==> src/rtl/mth_pkg.sv <==
// Shared types and constants for the magnetometer true heading block.
// Holds the CORDIC cell payload type, the arctangent table and register indexes.
// No dependencies.
package mth_pkg;

	localparam int CORDIC_STAGES_DEF = 16;
	localparam int ATAN_LEN = 24;

	// Datapath width of the rotating vector: the calibrated axis is 33 bit signed,
	// negation and CORDIC growth stay below 2^35 in magnitude.
	localparam int XW = 37;
	localparam int PW = 33;

	localparam logic [31:0] ATAN_BAM [ATAN_LEN] = '{
		32'd536870912, 32'd316933406, 32'd167458907, 32'd85004756, 32'd42667331,
		32'd21354465, 32'd10679838, 32'd5340245, 32'd2670163, 32'd1335087,
		32'd667544, 32'd333772, 32'd166886, 32'd83443, 32'd41722,
		32'd20861, 32'd10430, 32'd5215, 32'd2608, 32'd1304,
		32'd652, 32'd326, 32'd163, 32'd81
	};

	localparam logic [31:0] HALF_TURN = 32'h8000_0000;
	localparam logic [31:0] ROUND_HALF = 32'h0000_8000;

	localparam logic [2:0] REG_OFFSET_X = 3'd0;
	localparam logic [2:0] REG_OFFSET_Y = 3'd1;
	localparam logic [2:0] REG_SCALE_X = 3'd2;
	localparam logic [2:0] REG_SCALE_Y = 3'd3;
	localparam logic [2:0] REG_DECLINATION = 3'd4;

	localparam logic [15:0] SCALE_ONE = 16'd4096;

	typedef struct packed {
		logic zero;
		logic signed [XW-1:0] x;
		logic signed [XW-1:0] y;
		logic [31:0] ang;
	} cell_t;

endpackage

==> src/rtl/mth_front.sv <==
// Calibration front end: hard-iron subtract, soft-iron multiply, half-plane fold.
// Three pipeline stages feeding the first CORDIC cell. Depends on mth_pkg.
module mth_front (
	input  logic                 clk,
	input  logic                 arst_n,
	input  logic                 en,
	input  logic                 in_valid,
	input  logic signed [15:0]   raw_x,
	input  logic signed [15:0]   raw_y,
	input  logic signed [15:0]   offset_x,
	input  logic signed [15:0]   offset_y,
	input  logic [15:0]          scale_x,
	input  logic [15:0]          scale_y,
	output logic                 out_valid,
	output mth_pkg::cell_t       out
);
	import mth_pkg::*;

	logic v_s1, v_s2, v_s3;
	logic signed [16:0] cx_s1, cy_s1;
	logic signed [PW-1:0] vx_s2, vy_s2;
	cell_t pre_s3;

	logic signed [33:0] px, py;
	logic signed [XW-1:0] xe, ye;
	logic neg;

	always_comb begin
		px = cx_s1 * $signed({1'b0, scale_x});
		py = cy_s1 * $signed({1'b0, scale_y});
		xe = XW'(vx_s2);
		ye = XW'(vy_s2);
		neg = vx_s2[PW-1];
	end

	always_ff @(posedge clk or negedge arst_n) begin
		if (!arst_n) begin
			v_s1 <= 1'b0;
			v_s2 <= 1'b0;
			v_s3 <= 1'b0;
		end else if (en) begin
			v_s1 <= in_valid;
			v_s2 <= v_s1;
			v_s3 <= v_s2;
		end
	end

	always_ff @(posedge clk) begin
		if (en) begin
			cx_s1 <= 17'(raw_x) - 17'(offset_x);
			cy_s1 <= 17'(raw_y) - 17'(offset_y);
			vx_s2 <= px[PW-1:0];
			vy_s2 <= py[PW-1:0];
			// fold the left half plane over and start from half a turn
			pre_s3.zero <= (vx_s2 == '0) && (vy_s2 == '0);
			pre_s3.x <= neg ? -xe : xe;
			pre_s3.y <= neg ? -ye : ye;
			pre_s3.ang <= neg ? HALF_TURN : '0;
		end
	end

	assign out_valid = v_s3;
	assign out = pre_s3;

endmodule

==> config.mk <==
export PLATFORM = sky130hd
export DESIGN_NAME = mth_front
export DESIGN_NICKNAME = d
export VERILOG_FILES = /design/src/rtl/mth_pkg.sv /design/src/rtl/mth_front.sv
export SDC_FILE = /design/constraint.sdc
export NUM_CORES = 2
export LEC_CHECK = 0
export ABC_AREA = 0
export BUFFER_PORTS_ARGS = -buffer_cell sky130_fd_sc_hd__buf_4
export CORE_MARGIN = 2
export CORE_UTILIZATION = 48
export DETAILED_ROUTE_END_ITERATION = 10
export GPL_TIMING_DRIVEN = 0
export PLACE_DENSITY = 0.68
export SYNTH_ARGS = -nofsm -noshare
export SYNTH_HDL_FRONTEND = slang
export SYNTH_SLANG_ARGS = --single-unit
==> constraint.sdc <==
create_clock -name clk -period 6.1 [get_ports clk]
set_input_delay 0.305 -clock clk [delete_from_list [all_inputs] [get_ports clk]]
set_output_delay 0.305 -clock clk [all_outputs]
set_load 0.02 [all_outputs]
# After elaboration in Yosys (flattened, before gate mapping)
# Index checks and enable logic that the tools add are counted.
[classes] mul=2 n_reduce_logical=3 mux=3 addsub=4
[ops] operator="$neg 33->37" n=2
[ops] operator="$logic_not 33->1" n=2
[ops] operator="$mul 17x17->33" n=2
[ops] operator="$mux 32" n=2
[ops] operator="$mux 37" n=1
[ops] operator="$sub 16x16->17" n=2
[ops] operator="$logic_and 1x1->1" n=1
[word_totals] out_inout_bits=108 regBits=210 input_bits=100 wordCells=24

# Longest topological paths before layout
[logic_depth] depth_word=2 depth_mapped=24

# Worst setup path before layout
# No wires, ideal clock.
[synth_timing] kind="input port to flip-flop" from="input scale_y[9]" to="register vy_s2[31] (data pin)" path_buffers=2 required_ns=5.905 cell_stages=24 arrival_time_ns=5.898 slack_ns=0.007 cell_sequence="clkbuf_1 > clkbuf_1 > nand2_1 > fa_1 > inv_1 > fa_1 > inv_1 > fa_1 > inv_1 > fa_1 > fa_1 > inv_1 > fa_1 > inv_1 > ha_1 > nand2_1 > nand2_1 > a21o_1 > a21oi_1 > o21ai_0 > a221o_1 > a41o_1 > o21a_1 > o311ai_0"
[synth_between] elab_chain_cells=1
[synth_lines] item="start: declaration" line_no="mth_front.sv:13" text="input logic [15:0] scale_y,"
[synth_lines] item="$mul 17x17->33" line_no="mth_front.sv:30" text="py = cy_s1 * $signed({1'b0, scale_y});"
[synth_lines] item="via py[31]" line_no="mth_front.sv:24" text="logic signed [33:0] px, py;"
[synth_lines] item="end signal: assignment" line_no="mth_front.sv:53" text="vy_s2 <= py[PW-1:0];"
[synth_lines] item="end: declaration" line_no="mth_front.sv:21" text="logic signed [PW-1:0] vx_s2, vy_s2;"
# The timed path passes the listed nets, and every way through them passes these cells.
# A chain may end at the register's enable or synchronous reset.

# Worst setup path in the final report
[layout_timing] from="register cx_s1[10]" to="register vx_s2[32] (data pin)"
[layout_between] elab_chain_cells=1
[layout_lines] item="start: declaration" line_no="mth_front.sv:20" text="logic signed [16:0] cx_s1, cy_s1;"
[layout_lines] item="start signal: assignment" line_no="mth_front.sv:50" text="cx_s1 <= 17'(raw_x) - 17'(offset_x);"
[layout_lines] item="$mul 17x17->33" line_no="mth_front.sv:29" text="px = cx_s1 * $signed({1'b0, scale_x});"
[layout_lines] item="via px[32]" line_no="mth_front.sv:24"
[layout_lines] item="end signal: assignment" line_no="mth_front.sv:52" text="vx_s2 <= px[PW-1:0];"
[layout_lines] item="end: declaration" line_no="mth_front.sv:21"
# The timed path passes the listed nets, and every way through them passes these cells.

==> flow_summary.toml <==
[place]
dp_hpwl_um = 56200
dp.cells = 3992
place_congestion = 0.9131
portBuffers = 172
dp_slack_ps = -1174
place_area_um2 = 31670

[timing]
finalMaxSlewViolations = 0
timing.final.ws_setup_ps = -54.60
final.period_utilization_pct = 100.9
fin_crit_ps = 6155
rsz0062_at_grt = "true"
slew-limit-headroom_pct = 46.36
finalSetupViolCount = 3
worst_pin_slew_ps = 798.4
finalHoldViolCount = 0
fin_skew_ps = 15.38
fmax_mhz = 162.5

[routing]
vias = 21200
drt.antenna.violating_nets = 0
wl_per_cell_um = 17.17
drt-total-wl_um = 70800
drc = 0
initialDrtViolationCount = 1462
dr.pass1.iters = 10
vias_per_cell = 5.140

[yosys]
synth-seq-cells = 179
synth_flop_cell = "edfxtp_1"
synth_compound_gate_area_share_pct = 5.486
synthAdderAreaFrac_pct = 46.39
syn_area_um2 = 29240
synth_top_family_by_area = "adder cells"
muxShareOfSynthArea_pct = 0.1498
synthSimpleGateAreaFrac_pct = 13.46
yosysTopAreaCell = "fa_1"
synthArstFlopShare_pct = 1.676
ys_types = 64
synth_xor_area_share_pct = 4.463
synth_edf_count = 176
syn_avg_cell_area_um2 = 9.737
yosysSeqAreaShare_pct = 18.33
netlist.area_leader.share_pct = 37.66
netlist_instances = 3003
synth_area_leaders = "fa_1 (38%), edfxtp_1 (18%), inv_1 (9.9%), ha_1 (8.7%), and2_1 (5.5%)"
yosysWarnings = 0

[critical_path]
critPathKind = "reg2reg"
crit_fanout = 10
critPathMostFrequentCell = "fa_1"
cp-end-kind = "flip-flop"
ff2ff_setup_slack_ps = -50
cp.arrival_ps = 6360
required_ps = 6310
path_cells = "buf_4 -> clkbuf_8 -> nand2_1 -> fa_1 -> fa_1 -> fa_1 -> fa_1 -> fa_1 -> fa_1 -> inv_1 -> ha_4 -> and3_4 -> a31oi_1 -> o21ai_1 -> a31oi_1 -> o31a_1 -> o21ai_2 -> a41o_1 -> o41ai_4 -> xnor2_2"
slowest_stage = "fa_1"
start_kind = "flip-flop"
critPathMaxStageDelay_ps = 580

[floorplanning]
num_rows = 90
die-area_um2 = 62910
die_x_um = 250.8
die_h_um = 250.8
io-pin-count = 208
start_util_pct = 48.53
coreArea_um2 = 60250

[cells_and_area]
fin_area_um2 = 34210
layout.nets = 4183
area_growth_pct = 16.98
nFillCells = 5205
antenna_cells = 0
final-seq-area_um2 = 5360
fin_cells = 4124
multi_input_area_um2 = 21400
postLayoutCoreUtil_pct = 56.78
drive_gt1_share_pct = 16.37

[clock_tree]
htree_levels = 4
numCtsBuffers = 17
cts.sinks = 179
clkLatencyLatePin_ps = 490
clock_tree.root_cell = "clkbuf_16"
clk_path_buf_depth = 2
cts_tree = "built"
cts.clk_slew.worst_paths_ps = 90

[global_route]
grt_first_pass_wirelength_um = 114800
grt_pass1_vias = 21970
grt_max_degree = 132
gr-usage-met3_pct = 3.500
busiest_layer = "met2"
met2_usage_pct = 38.58
grt-ovfl-total = 0
antenna_found_initial = 1
grt_use_met1_pct = 32.55
track_usage_pct = 23.59

[outcome]
status = "complete, but fails checks"
failed_checks = "setup timing"

[hold_path]
hp-class = "in2reg"

[flow_run]
drv_cap = 0
per-stage QoR:
stage / setup TNS (ps) / hold WS, ps
finish: -85.68 / 48.64
global route: -1082 / 41.38
CTS: -22.12 / 33.74
detailed placement: -18320 / 95.86
global placement: -18060 / 95.95
floorplan: 0 / 9.409
synth_stat cells (9+ instances only):
| cell type | count |
|---|---|
| inv_1 | 770 |
| edfxtp_1 | 176 |
| o41ai_1 | 10 |
| a31oi_1 | 9 |
| o21ai_0 | 64 |
| o21a_1 | 14 |
| or4_1 | 11 |
| nand2b_1 | 9 |
| o31ai_1 | 20 |
| fa_1 | 550 |
| a21o_1 | 28 |
| nand3_1 | 13 |
| buf_4 | 31 |
| and2_1 | 258 |
| and3_1 | 12 |
| or3_1 | 13 |
| xor2_1 | 22 |
| nor2b_1 | 13 |
| nor2_1 | 60 |
| ha_1 | 204 |
| nor3_1 | 22 |
| nand2_1 | 355 |
| a21oi_1 | 53 |
| clkbuf_1 | 76 |
| xnor2_1 | 127 |
flip-flops by register name (all words and copies together), names as in the netlist:
name and cells:
vy_s2 33, cx_s1 17, v_s1 1, out 76, vx_s2 33, cy_s1 17
v_s2 1, out_valid 1
layout make-up:
cell class / instances / share of cell area, %
Timing Repair Buffer: 275 / 6.394
Tap cell: 782 / 2.860
Sequential cell: 179 / 15.67
Inverter: 770 / 8.468
Clock inverter: 15 / 0.5743
Buffer: 107 / 2.213
Multi-Input combinational cell: 1979 / 62.58
Clock buffer: 17 / 1.244
cells in the final DEF, fill, tap and decap left out, drive strengths merged, types with 12 or more instances in the layout:
cell,synthesis,layout
clkbuf,76,81
or3,22,22
o21ai,66,66
nand3,13,13
a21oi,53,53
or4,13,13
a21o,28,28
o31ai,21,21
and2,258,258
edfxtp,176,176
and3,12,12
nor2,60,60
ha,204,204
inv,770,778
nor3,22,22
nor2b,13,13
xor2,22,22
nand2,355,355
fa,550,550
conb,1,35
xnor2,127,127
o21a,14,14
buf,33,317
kinds of logic after synthesis:
family / count (synthesis)
other: 1
DFF: 179
muxes: 4
buffers and inverters: 879
AOI/OAI and AO/OA: 246
adders and majority gates: 754
and+or+nand+nor: 791
xor gates and xnor gates: 149
layer usage:
layer / up-vias / share of wire, %
li1: 9663 / -
met1: 10780 / 44
met2: 625 / 47
met3: 132 / 6.2
met4: 0 / 2.7
met5: - / 0
worst paths after layout:
| kind | from | end | cells after the start |
|---|---|---|---|
| worst max-delay path | cx_s1[10] | vx_s2[32] | 20 |
| worst min-delay path | in_valid | v_s1 | 2 |
| worst max register to register | cx_s1[10] | vx_s2[32] | 20 |
| worst min register to register | v_s2 | out_valid | 1 |
| max in group asynchronous | arst_n | v_s2 | 2 |
| min in group asynchronous | arst_n | v_s1 | 2 |
what timing repair did:
item / 4_1_cts / 5_1_grt
setup buffers: 79 / 26
hold buffers: 1 / 0
gates resized for setup: 189 / 118
pin swaps: 58 / 61
hold endpoints to repair: 3 / 0
setup endpoints to repair: 33 / 22
critical path, delay by kind of cell (launching register included):
| family | cells | cell delay (ps) |
|---|---|---|
| AOI/OAI and AO/OA | 7 | 1270 |
| xor gates and xnor gates | 1 | 190 |
| adders and majority gates | 7 | 3220 |
| buffers and inverters | 3 | 400 |
| DFF | 1 | 470 |
| and+or+nand+nor | 2 | 290 |
Power is left out: the tool's default activity adds up to more than one toggle a clock period on the data nets, which glitch-free logic cannot reach.
